### src/rtl/wrb_pkg.sv
// Package for the weighted 3x3 RGB blur core.
// Holds the transaction record passed from front to back, register indexes and sizes.
// No dependencies.
`timescale 1ns / 1ps
`default_nettype none
package wrb_pkg;

  localparam int TAPS      = 9;
  localparam int PIX_BITS  = 24;
  localparam int KERN_BITS = 36;
  localparam int FW_BITS   = 11;
  localparam int FH_BITS   = 12;
  localparam int ROW_BITS  = 13;
  localparam int CFG_BITS  = 2;

  localparam logic [CFG_BITS-1:0] CFG_KERNEL = 2'd0;
  localparam logic [CFG_BITS-1:0] CFG_WIDTH  = 2'd1;
  localparam logic [CFG_BITS-1:0] CFG_HEIGHT = 2'd2;

  localparam logic [KERN_BITS-1:0] KERN_RESET = 36'h100010000;
  localparam logic [FW_BITS-1:0]   FW_RESET   = 11'd1024;
  localparam logic [FH_BITS-1:0]   FH_RESET   = 12'd1024;

  typedef struct packed {
    logic [TAPS-1:0][PIX_BITS-1:0] pix;
    logic [TAPS-1:0]               mask;
    logic                          last;
  } job_t;

  typedef enum logic [0:0] {F_IDLE, F_WRITE} front_state_t;
  typedef enum logic [1:0] {B_IDLE, B_ACC, B_DIV, B_OUT} back_state_t;

endpackage
`default_nettype wire

### src/rtl/wrb_back.sv
// Back part: serial weighted tap accumulator, divider of up to eight steps, output register.
// Depends on wrb_pkg.
`timescale 1ns / 1ps
`default_nettype none
module wrb_back import wrb_pkg::*; #(
  parameter int WEIGHT_BITS = 4
) (
  input  wire logic                 clk,
  input  wire logic                 rst,
  input  wire logic [KERN_BITS-1:0] kernel_weights,
  input  wire job_t                 head,
  input  wire logic                 fifo_empty,
  output logic                      pop,
  output logic                      out_valid,
  input  wire logic                 out_stall,
  output logic [7:0]                out_red,
  output logic [7:0]                out_green,
  output logic [7:0]                out_blue,
  output logic                      last_of_frame
);

  localparam int WSW = WEIGHT_BITS + 4;
  localparam int SW  = 8 + WSW;
  localparam int DW  = SW + 8;

  back_state_t state, state_next;

  job_t          job;
  logic [3:0]    k;
  logic [2:0]    bitn;
  logic [SW-1:0] sum [3];
  logic [WSW-1:0] ws;
  logic [7:0]    quo [3];
  logic [WEIGHT_BITS-1:0] wt;
  logic [63:0]   kern_ext;
  logic [DW-1:0] dshift;
  logic          out_free;

  assign kern_ext = {{(64-KERN_BITS){1'b0}}, kernel_weights};
  assign wt       = WEIGHT_BITS'((kern_ext >> (WEIGHT_BITS * k)) & ((64'd1 << WEIGHT_BITS) - 64'd1));
  assign dshift   = DW'(ws) << bitn;
  assign out_free = !out_valid || !out_stall;
  assign pop      = (state == B_IDLE) && !fifo_empty;

  always_comb begin
    state_next = state;
    case (state)
      B_IDLE: if (!fifo_empty) state_next = B_ACC;
      B_ACC:  if (k == 4'd8) state_next = B_DIV;
      B_DIV:  if (bitn == 3'd0 || ws == '0) state_next = B_OUT;
      B_OUT:  if (out_free) state_next = B_IDLE;
      default: state_next = B_IDLE;
    endcase
  end

  always_ff @(posedge clk) begin
    if (rst) begin
      state <= B_IDLE;
    end else begin
      state <= state_next;
    end
  end

  always_ff @(posedge clk) begin
    case (state)
      B_IDLE: begin
        job  <= head;
        k    <= '0;
        ws   <= '0;
        bitn <= 3'd7;
        for (int c = 0; c < 3; c++) begin
          sum[c] <= '0;
          quo[c] <= '0;
        end
      end
      B_ACC: begin
        if (job.mask[k]) begin
          for (int c = 0; c < 3; c++) begin
            sum[c] <= sum[c] + SW'(job.pix[k][16-8*c +: 8] * wt);
          end
          ws <= ws + WSW'(wt);
        end
        k <= k + 4'd1;
      end
      B_DIV: begin
        for (int c = 0; c < 3; c++) begin
          if (ws != '0 && DW'(sum[c]) >= dshift) begin
            sum[c]       <= SW'(DW'(sum[c]) - dshift);
            quo[c][bitn] <= 1'b1;
          end
        end
        bitn <= bitn - 3'd1;
      end
      default: ;
    endcase
  end

  always_ff @(posedge clk) begin
    if (state == B_OUT && out_free) begin
      out_red       <= quo[0];
      out_green     <= quo[1];
      out_blue      <= quo[2];
      last_of_frame <= job.last;
    end
  end

  always_ff @(posedge clk) begin
    if (rst) begin
      out_valid <= 1'b0;
    end else if (state == B_OUT && out_free) begin
      out_valid <= 1'b1;
    end else if (!out_stall) begin
      out_valid <= 1'b0;
    end
  end

endmodule
`default_nettype wire

### config.mk
export PLATFORM = sky130hd
export DESIGN_NAME = wrb_back
export DESIGN_NICKNAME = d
export VERILOG_FILES = /design/src/rtl/wrb_pkg.sv /design/src/rtl/wrb_back.sv
export SDC_FILE = /design/constraint.sdc
export NUM_CORES = 1
export LEC_CHECK = 0
export BUFFER_PORTS_ARGS = -buffer_cell sky130_fd_sc_hd__buf_4
export CORE_MARGIN = 2
export CORE_UTILIZATION = 53
export CTS_CLUSTER_SIZE = 28
export DETAILED_ROUTE_END_ITERATION = 10
export PLACE_DENSITY = 0.78
export SETUP_SLACK_MARGIN = 0.05
export SKIP_LAST_GASP = 1
export SYNTH_ARGS = -nofsm -noshare
export SYNTH_HDL_FRONTEND = slang
export SYNTH_SLANG_ARGS = --single-unit
### constraint.sdc
create_clock -name clk -period 7.7 [get_ports clk]
set_input_delay 1.54 -clock clk [delete_from_list [all_inputs] [get_ports clk]]
set_output_delay 1.54 -clock clk [all_outputs]
set_load 0.02 [all_outputs]
==> summary.md <==
| Metric | Value |
|---|---|
| Crit share post-route | `between 80 and 90%` |
| Drt wl/cell | `18.83 µm` |
| Layout fillers | `roughly 2.8k` |
| Startpoint Class | `flop` |
| Crit path required time | `~8 ns` |
| Ranking of synthesized cells by area | `edfxtp_1 50%, ha_1 7.6%, fa_1 6.6%` |
| Top Ports | `293` |
| Via density | `roughly 5.6` |
| Die height | `about 200 µm` |
| Num rows | `71` |
| Max_slew headroom | `between 10% and 20%` |
| H-tree depth | `2` |
| Met1 Wirelength | `between 15 and 20 mm` |
| Die area | `0.03995 mm²` |
| Largest net degree at the start of global routing | `199` |
| Flop2flop setup slack | `~1.1 ns` |
| Final WL | `46.75 mm` |
| Hold Fails Final Rpt | `0` |
| Number of global-route vias before repair | `between 10k and 15k` |
| DR WL met2 | `22.27 mm` |
| Hold crit path type | `flop to flop` |
| Area of the mapped netlist | `0.02034 mm²` |
| Worst endpoint data arrival time | `slightly below 7 ns` |
| Synth async-reset ratio | `0%` |
| Initial core utilization | `a little over half` |
| Max FO, Critical Path | `44` |
| Global route overflow | `0` |
| TritonRoute pass-1 iters | `5` |
| Worst clock skew | `0.01783 ns` |
| Slew Limit Fails | `0` |
| Crit Reg-Reg Startpoint | `k[0]` |
| Storage element area | `between 0.01 and 0.015 mm²` |
| Post-Synthesis Cells | `~1.7k` |
| Uppermost layer routed | `met4` |
| Avg Inst Size Synth | `about 12 µm²` |
| Unrepaired setup endpoints after global routing | `false` |
| Most frequent cells in the layout | `338 x edfxtp_1, 305 x buf_4, 173 x inv_1, 122 x ha_1` |
| Post-CTS resize count | `0` |
| Vias | `about 14k` |
| Buf/Inv on CP | `3` |
| CTS Buffer Depth | `3` |
| Cell mode on critical path | `fa_1` |
| Sink Count | `~340` |
| Post-place instance area | `~0.023 mm²` |
| Area delta synth->final | `19.33%` |
| Number of synthesized flops with an enable pin | `around 340` |
| Layout cells sized above 1 | `roughly 23%` |
| End of the critical path | `sum[0][29]` |
| Port bufs | `between 200 and 300` |
| Largest stage delay, worst path | `0.73 ns` |
| Yosys top cell by area | `edfxtp_1` |
| Final HPWL DP | `about 35 mm` |
| Critical path cell sequence | `buf_12, buf_4, mux4_2, mux2i_1, o21ai_0, nand2_1, fa_1, fa_1, fa_1, inv_1, ha_1, nor2b_1, o21ai_0, nand2b_1, a311oi_1, nor3_1, or2_2, xnor2_1, a31o_2` |
| Commonest non-fill, non-tap cell in the layout | `edfxtp_1` |
| # Post-CTS Setup Buffers | `0` |
| Worst-skew pair later-pin latency | `about 0.56 ns` |
| Worst path slowest cell | `edfxtp_1` |
| Part of the Yosys area used for sequential elements | `between 50% and 60%` |
| Crit path launch | `k[0]` |
| Max-cap violations | `0` |
| Core area | `around 0.038 mm²` |
| First-pass GRT wire length | `73.90 mm` |
| Cell count of the worst reg-to-reg path | `19` |
| Synthesis-stage register bit count | `between 300 and 400` |
| Final nets | `2398` |
| YS warnings | `0` |
| Post-synth net total | `approximately 2.1k` |
| Slew @ Worst Pin | `1.250 ns` |
| # setup viols final | `0` |
| Die X-Extent | `about 200 µm` |
| Reg-to-reg endpoint | `sum[0][29]` |
| CTS buffer count | `37` |
| Main flop type after synthesis | `edfxtp_1` |
| Initial antenna violation count | `1` |
| CTS tree | `done` |
| Setup TNS | `0 ns` |
| Total track usage | `about a quarter` |
| Design area | `0.02427 mm²` |
| Initial DRC count | `~950` |
| CTS root buf | `clkbuf_16` |
| Crit end category | `flop` |
| Status | `finished clean` |
| Hold Slack | `between 0.4 and 0.5 ns` |
| Hold_buf cts | `0` |
| Min cycle time layout | `6.586 ns` |
| Gpl congestion | `slightly above 0.9` |
| Worst-path clk slew | `about 0.06 ns` |
| Synth top area share | `between 40% and 50%` |
| ANT nets after route | `0` |
| Multi-input gate area | `~0.009 mm²` |
| Fmax achieved | `151.8 MHz` |
| WP depth | `19` |
| Wire length on met3 | `around 3.4 mm` |
| DRC | `0` |
| Largest delay share family, worst path | `adder cells` |
| Count of different cell masters after synthesis | `65` |
| Setup CP Type | `flop to flop` |
[stage by stage]
| step | instances | utilization [%] | setup WS (ns) |
|---|---|---|---|
| final | 2482 | 64.27 | 1.114 |
| after global routing | 2482 | 64.27 | 0.6564 |
| after floorplan | 1657 | - | 1.542 |
| after detailed placement | 2414 | 61.15 | 0.7619 |
| after global placement | 2414 | 61.15 | 0.8827 |
| after CTS | 2481 | 64.27 | 1.092 |
[kinds of logic after synthesis]
family                   after synthesis  share of synthesized area [%]
AND/OR/NAND/NOR                      416                          10.45
flip-flops                           341                          50.21
AO/OA/AOI/OAI                        306                          9.229
buffers and inverters                236                          4.491
adder cells (fa/ha/maj)              190                          14.16
multiplexers                         102                          8.614
XOR/XNOR                              66                          2.843
[worst min-delay path by stage]
stage                     startpoint       endpoint  slack (ns)  cells after the start
after floorplan               job[0]  last_of_frame        0.40                      0
after global placement        job[0]  last_of_frame        0.40                      0
after detailed placement  quo[0][17]    out_blue[1]        0.40                      0
after CTS                 quo[0][13]   out_green[5]        0.42                      0
after global routing       quo[0][6]     out_red[6]        0.44                      0
final                     quo[0][17]    out_blue[1]        0.42                      0
[layer usage]
metal | up-vias | global-route usage (%)
met5 | - | 0
met4 | 0 | 8.642
met3 | 94 | 5.410
met2 | 534 | 38.94
met1 | 6648 | 32.04
li1 | 6601 | -
[registers in the layout, indices dropped and copies added, names as in the netlist]
register / flops
bitn: 3
job: 226
k: 4
last_of_frame: 1
out_blue: 8
out_green: 8
out_red: 8
out_valid: 1
quo: 24
state: 2
sum: 48
ws: 8
[synthesized netlist by cell type (10+ instances only)]
cell type / instances
o21a_1: 14
ha_1: 123
and2_1: 98
nor3_1: 23
nor2_1: 61
a21o_1: 20
xnor2_1: 43
fa_1: 67
o21ai_0: 109
clkbuf_1: 42
xor2_1: 23
o31ai_1: 14
inv_1: 173
edfxtp_1: 338
nand3_1: 45
or3_1: 12
buf_2: 13
mux2i_1: 40
nand2b_1: 17
mux4_2: 58
a31oi_1: 10
nor2b_1: 19
nand2_1: 106
a21oi_1: 79
[final cells by class]
type                            instances  share of cell area (%)
Sequential cell                       341                   42.07
Multi-Input combinational cell       1080                   38.06
Timing Repair Buffer                  308                   9.683
Clock buffer                           41                   3.877
Inverter                              174                   2.692
Tap cell                              511                   2.635
Clock inverter                         26                  0.9642
Antenna cell                            1                 0.01031
Power is not shown: default switching activity piles up to over one toggle a cycle in this logic, so the estimate is an artifact.
