$ cat src/rtl/wrb_pkg.sv
// Package for the weighted 3x3 RGB blur core.
// Holds the transaction record passed from front to back, register indexes and sizes.
// No dependencies.
`timescale 1ns / 1ps
`default_nettype none
package wrb_pkg;

  localparam int TAPS      = 9;
  localparam int PIX_BITS  = 24;
  localparam int KERN_BITS = 36;
  localparam int FW_BITS   = 11;
  localparam int FH_BITS   = 12;
  localparam int ROW_BITS  = 13;
  localparam int CFG_BITS  = 2;

  localparam logic [CFG_BITS-1:0] CFG_KERNEL = 2'd0;
  localparam logic [CFG_BITS-1:0] CFG_WIDTH  = 2'd1;
  localparam logic [CFG_BITS-1:0] CFG_HEIGHT = 2'd2;

  localparam logic [KERN_BITS-1:0] KERN_RESET = 36'h100010000;
  localparam logic [FW_BITS-1:0]   FW_RESET   = 11'd1024;
  localparam logic [FH_BITS-1:0]   FH_RESET   = 12'd1024;

  typedef struct packed {
    logic [TAPS-1:0][PIX_BITS-1:0] pix;
    logic [TAPS-1:0]               mask;
    logic                          last;
  } job_t;

  typedef enum logic [0:0] {F_IDLE, F_WRITE} front_state_t;
  typedef enum logic [1:0] {B_IDLE, B_ACC, B_DIV, B_OUT} back_state_t;

endpackage
`default_nettype wire

$ cat src/rtl/wrb_fifo.sv
// Two-entry queue of job records between the front and back parts.
// Depends on wrb_pkg.
`timescale 1ns / 1ps
`default_nettype none
module wrb_fifo import wrb_pkg::*; (
  input  wire logic clk,
  input  wire logic rst,
  input  wire logic push,
  input  wire job_t push_job,
  input  wire logic pop,
  output job_t      head,
  output logic      full,
  output logic      empty
);

  job_t       entry [2];
  logic       wptr;
  logic       rptr;
  logic [1:0] count;

  assign head  = entry[rptr];
  assign full  = (count == 2'd2);
  assign empty = (count == 2'd0);

  always_ff @(posedge clk) begin
    if (push) begin
      entry[wptr] <= push_job;
    end
  end

  always_ff @(posedge clk) begin
    if (rst) begin
      wptr  <= 1'b0;
      rptr  <= 1'b0;
      count <= 2'd0;
    end else begin
      if (push) begin
        wptr <= ~wptr;
      end
      if (pop) begin
        rptr <= ~rptr;
      end
      count <= count + {1'b0, push} - {1'b0, pop};
    end
  end

endmodule
`default_nettype wire

$ cat config.mk
export PLATFORM = sky130hd
export DESIGN_NAME = wrb_fifo
export DESIGN_NICKNAME = d
export VERILOG_FILES = /design/src/rtl/wrb_pkg.sv /design/src/rtl/wrb_fifo.sv
export SDC_FILE = /design/constraint.sdc
export NUM_CORES = 1
export LEC_CHECK = 0
export ABC_AREA = 1
export BUFFER_PORTS_ARGS = -buffer_cell sky130_fd_sc_hd__buf_2
export CAP_MARGIN = 20
export CORE_ASPECT_RATIO = 2
export CORE_UTILIZATION = 50
export DETAILED_ROUTE_END_ITERATION = 8
export MAX_ROUTING_LAYER = met4
export PLACE_DENSITY = 0.84
export SYNTH_ARGS = -nofsm -noshare
export SYNTH_HDL_FRONTEND = slang
export SYNTH_SLANG_ARGS = --single-unit
$ cat constraint.sdc
create_clock -name clk -period 12 [get_ports clk]
set_input_delay 0.6 -clock clk [delete_from_list [all_inputs] [get_ports clk]]
set_output_delay 0.6 -clock clk [all_outputs]
set_load 0.005 [all_outputs]
==> results_dict.tcl, run 1 <==
set metrics [dict create \
    rr_worst_depth 3 \
    io_buffers 457 \
    netlist_area_mm2 0.0171 \
    arrival_ps 3710 \
    cts_buffers 39 \
    nNetsFinal 1448 \
    post_drt_wl_per_cell_um 21.6 \
    syn-num-nets 966 \
    timing.max_cap.violations 0 \
    hold_slack_ps 243 \
    leakagePower_nw 8.19 \
    dieHeight_um 264 \
    avgSynthCellArea_um2 23.3 \
    pin_count 458 \
    ys_ff_latch 457 \
    cts_tree "done" \
    antenna_found_initial 16 \
    path_class "register to output pin" \
    layout_min_cycle_time_ps 4310 \
    cts_max_path_buffers 3 \
    slew_violations 0 \
    h-tree-depth 2 \
    die_area_mm2 0.0350 \
    cts_setup_buffers 0 \
    dp_hpwl_um 25700 \
    yosysSeqAreaShare_pct 80.0 \
    grt-ovfl-total 0 \
    drive_gt1_share_pct 60.2 \
    grt_pass1_wl_um 53100 \
    finalCritPeriodShare_pct 36.0 \
    dr_total_vias 8661 \
    core-area_mm2 0.0336 \
    grt_pass1_vias 9394 \
    initial_utilization_pct 50.8 \
    cp_max_fo 67 \
    cp.required_ps 11400 \
    p_per_area_mw_per_mm2 166 \
    cts_hold_buf 0 \
    routabilityCongestion 0.872 \
    worstMarginPinSlew_ps 1120 \
    cp-end-kind "output pin" \
    wl_um 36700 \
    grt_max_degree 85 \
    start_kind "register" \
    avgViaCountPerCell 5.10 \
    hold_depth 1 \
    synth_top_area_share_pct 79.4 \
    placementRows 95 \
    clk_latency_ps 540 \
    syn2layout_area_growth_pct 23.5 \
    rsz0062_at_grt "no" \
    slew_headroom_pct 25.3 \
    holdCritPathClass "input port to register" \
    yosys.area.top_type "edfxtp_1" \
    yosys-top-cells-area "edfxtp_1 79%, mux2_4 12%, mux2_2 5.7%" \
    tns_ps 0 \
    drtIter0Drc 490 \
    grt_usage_pct 21.3 \
    fillCellCount 2325 \
    die_x_um 133 \
    drt.antenna.violating_nets 0 \
    ys_warn_count 0 \
    max_freq_mhz 232 \
    synthCells 734 \
    drt_first_pass_iters 4 \
    drcViolationCount 0 \
    root_buffer "clkbuf_16" \
    outcome "completed" \
    setup_viol 0 \
    ir_drop_mv 0.143 \
    clock_skew_ps 22.8 \
    cts_sinks 457 \
    cts_resized 0 \
    synthDistinctLibCells 14 \
    path_clk_slew_ps 70 \
    hold_viol 0 \
]
per-stage QoR:
stage	util (%)	area [µm²]	instances	total power [mW]	setup slack, ps
global route	62.8	21100	1697	3.61	7480
floorplan	-	17100	734	2.13	1100
detailed placement	58.8	19800	1610	2.28	8210
CTS	62.6	21000	1678	3.53	7620
global placement	58.8	19800	1610	2.27	8270
finish	62.8	21100	1697	3.50	7690
cell families (layout without fill, tap and decap cells):
logic type               Yosys count  in the layout  synth area share [%]
AO/OA/AOI/OAI                      1              1                0.0292
XOR/XNOR                           1              1                0.0512
adder cells (fa/ha/maj)            2              2                 0.146
buffers and inverters             33            542                  1.53
flip-flops                       457            457                  80.0
multiplexers                     226            226                  18.0
other                              0             18                     0
AND/OR/NAND/NOR                   14             14                 0.322
cell usage after synthesis:
library cell  number
a21oi_1            1
nand3_1            1
edfxtp_1         452
nand2_1            4
buf_6             17
ha_1               2
inv_1              8
nor3_1             1
mux2_4           140
buf_2              8
nor2_1             8
mux2_2            86
dfxtp_1            5
xnor2_1            1
routing by layer:
layer,track usage [%],share of wire (%)
met4,13.4,5.5
met3,4.04,5.6
met2,38.7,56
met1,20.4,33
met5,-,0
final timing paths:
| kind | from | end | slack (ps) |
|---|---|---|---|
| setup / recovery | register | head[104] | 7690 |
| hold / removal | push_job[32] | entry[1][32] | 240 |
| setup reg to reg | wptr | entry[0][98] | 9280 |
| hold reg to reg | rptr | register | 510 |
registers in the layout, indices dropped and copies added, names as in the netlist, named ones only:
register / count
entry: 452
count: 2
rptr: 1
wptr: 1
cell type report:
cell class | count | area, µm² | area share [%]
Clock buffer | 51 | 1040 | 4.94
Clock inverter | 17 | 221 | 1.05
Inverter | 8 | 37.5 | 0.178
Antenna cell | 18 | 45.0 | 0.213
Multi-Input combinational cell | 244 | 3170 | 15.0
Timing Repair Buffer | 466 | 2370 | 11.2
Tap cell | 436 | 546 | 2.58
Sequential cell | 457 | 13700 | 64.8
report_power, final:
part	total, mW	leakage (nW)	switching (mW)	internal (mW)
Combinational	0.361	3.31	0.168	0.194
Clock	1.25	0.601	0.545	0.707
Sequential	1.88	4.28	0.0313	1.85
layout by cell type (no fill, tap or decap), drive strengths merged:
cell type / Yosys / final
clkbuf: 0 / 51
inv: 8 / 11
buf: 25 / 466
ha: 2 / 2
a21oi: 1 / 1
diode: 0 / 18
nand2: 4 / 4
clkinv: 0 / 7
nor2: 8 / 8
mux2: 226 / 226
dfxtp: 5 / 5
xnor2: 1 / 1
clkinvlp: 0 / 3
nand3: 1 / 1
bufinv: 0 / 4
edfxtp: 452 / 452
nor3: 1 / 1
worst max-delay path: stages, from the launching register on:
cell	delay, ps
dfxtp_4	860
buf_4	910
buf_4	770
mux2_4	360
buf_2	130
(Power assumes the default switching activity.)
==> run 2: changes to the inputs <==
- ABC_AREA: 1 -> 0
- clock period: 12 -> 4.47 ns (I/O delays scaled with it)
==> results_dict.tcl, run 2 <==
set metrics [dict create \
    outcome "completed" \
    drive_gt1_share_pct 51.3 \
    netlist_area_mm2 0.0171 \
    cts_tree "done" \
    layout_min_cycle_time_ps 2690 \
    antenna_found_initial 5 \
    cp-end-kind "output pin" \
    syn2layout_area_growth_pct 37.1 \
    syn-num-nets 956 \
    min-delay-start "push" \
    core-area_mm2 0.0336 \
    post_drt_wl_per_cell_um 22.3 \
    synthFlopType "edfxtp_1" \
    rsz0062_at_grt "no" \
    power.total_mw 9.76 \
    avgSynthCellArea_um2 23.6 \
    cts_max_path_buffers 3 \
    grt_max_degree 115 \
    grt_usage_pct 24.9 \
    async_reset_ff_share_pct 0 \
    placementRows 95 \
    die_area_mm2 0.0350 \
    grt_pass1_vias 10821 \
    arrival_ps 2470 \
    utilization_pct 69.7 \
    synthDistinctLibCells 13 \
    cp_max_fo 61 \
    finalCritPeriodShare_pct 60.2 \
    synth_top_area_share_pct 79.4 \
    r2r_setup_slack_ps 2260 \
    clock_skew_ps 21.4 \
    path_clk_slew_ps 70 \
    routabilityCongestion 0.847 \
    yosys-top-cells-area "edfxtp_1 79%, mux2_4 12%, mux2_2 5.7%" \
    setup_viol 0 \
    r2r_start "wptr" \
    dp_hpwl_um 24400 \
    timing.max_cap.violations 0 \
    synthCells 724 \
    h-tree-depth 2 \
    max_freq_mhz 371 \
    fillCellCount 1957 \
    grt-ovfl-total 0 \
    dieHeight_um 263 \
    yosys.area.top_type "edfxtp_1" \
    drt_first_pass_iters 6 \
    wl_um 42500 \
    cts_buffers 39 \
    ys_ff_latch 457 \
    die_x_um 133 \
    drcViolationCount 0 \
    mostFrequentLayoutCells "457 x buf_2, 452 x edfxtp_1, 228 x dlygate4sd3_1" \
    start_kind "register" \
    tns_ps 0 \
    synth_most_common_cell "edfxtp_1" \
    slew_headroom_pct 34.4 \
    leakagePower_nw 9.16 \
    largest_reg_flops 452 \
    crit_chain "buf_12 > mux2_4 > buf_2" \
    dr_total_vias 9793 \
    ys_warn_count 0 \
    ir_drop_mv 0.418 \
    regMostFlops "entry" \
    cp.required_ps 4250 \
    avgViaCountPerCell 5.14 \
    yosysSeqAreaShare_pct 80.0 \
    drt.antenna.violating_nets 0 \
    slew_violations 0 \
    io_buffers 457 \
    final_common_cell "buf_2" \
    synth_edf_count 452 \
    top_regs "entry x452, count x2" \
    p_per_area_mw_per_mm2 416 \
    nNetsFinal 1666 \
    holdCritPathClass "input port to register" \
    hold_viol 0 \
    grt_pass1_wl_um 62600 \
    yosys-top-cells-count "452 x edfxtp_1, 140 x mux2_4, 86 x mux2_2, 17 x buf_6, 8 x buf_2" \
    clk_latency_ps 520 \
    cts_setup_buffers 0 \
    pin_count 458 \
    drtIter0Drc 586 \
    max_stage_delay_ps 890 \
    initial_utilization_pct 50.8 \
    worstMarginPinSlew_ps 983 \
    cp_slowest_cell "dfxtp_4" \
    root_buffer "clkbuf_16" \
    path_class "register to output pin" \
    cts_sinks 457 \
]
-- run 2: cell count changes after synthesis, sizes merged --
cell	previous run	this run
nor2b	0	3
and2	0	1
a21oi	1	0
inv	8	2
xnor2	1	2
nor3	1	0
nand2	4	0
nand3	1	0
xnor3	0	1
nor2	8	5
-- run 2: per-stage QoR --
step | hold WS, ps | instances | setup WS [ps] | cell area (µm²)
after floorplan | 295 | 724 | 355 | 17100
after global placement | 411 | 1601 | 2350 | 19900
after detailed placement | 415 | 1601 | 2320 | 19900
after CTS | 20.9 | 1899 | 1750 | 23400
after global routing | 61.0 | 1904 | 1690 | 23400
final | 91.3 | 1904 | 1780 | 23400
-- run 2: report_power, final --
group          switching [mW]  total [mW]  internal (mW)
registers               0.103        5.11           5.01
logic                   0.551        1.24          0.693
clock network            1.49        3.41           1.92
total                    2.14        9.76           7.62
-- run 2: timing repair --
action                                  CTS  global route
endpoints found under the setup margin    0             0
hold buffers                            228             0
hold endpoints to repair                457             0
gates resized for setup                   0             0
-- run 2: worst paths after layout --
| kind | endpoint | cells after the start |
|---|---|---|
| min reg2reg | rptr | 2 |
| min | wptr | 3 |
| max reg2reg | entry[1][192] | 2 |
| max | head[160] | 3 |
-- run 2: critical path, delay by kind of cell (launching register included) --
| family | cells | cell delay [ps] |
|---|---|---|
| buf+inv | 2 | 600 |
| flops | 1 | 890 |
| mux | 1 | 360 |
-- run 2: final cells by class --
cell class	count	area, µm²	area share (%)
well taps	436	546	2.33
clock inverters	20	208	0.886
multi-input cells	240	3190	13.6
clock buffers	50	1060	4.52
flip-flops and latches	457	13700	58.4
inverters	2	7.51	0.0320
diodes	5	12.5	0.0534
repair buffers	694	4740	20.2
-- run 2: logic make-up after synthesis --
family        count (synthesis)  share of synthesized area, %
flops                       457                          80.0
mux                         226                          18.0
xor+xnor                      3                         0.234
fa+ha+maj                     2                         0.146
simple gates                  9                         0.256
buf+inv                      27                          1.40
-- run 2: routing by layer --
| metal | up-vias | GRT usage, % | wire length, µm |
|---|---|---|---|
| met2 | 498 | 46.2 | 24000 |
| met1 | 4863 | 24.7 | 14200 |
| met3 | 125 | 3.93 | 2150 |
| met4 | 0 | 12.9 | 2240 |
| met5 | - | - | 0 |
| li1 | 4307 | - | - |
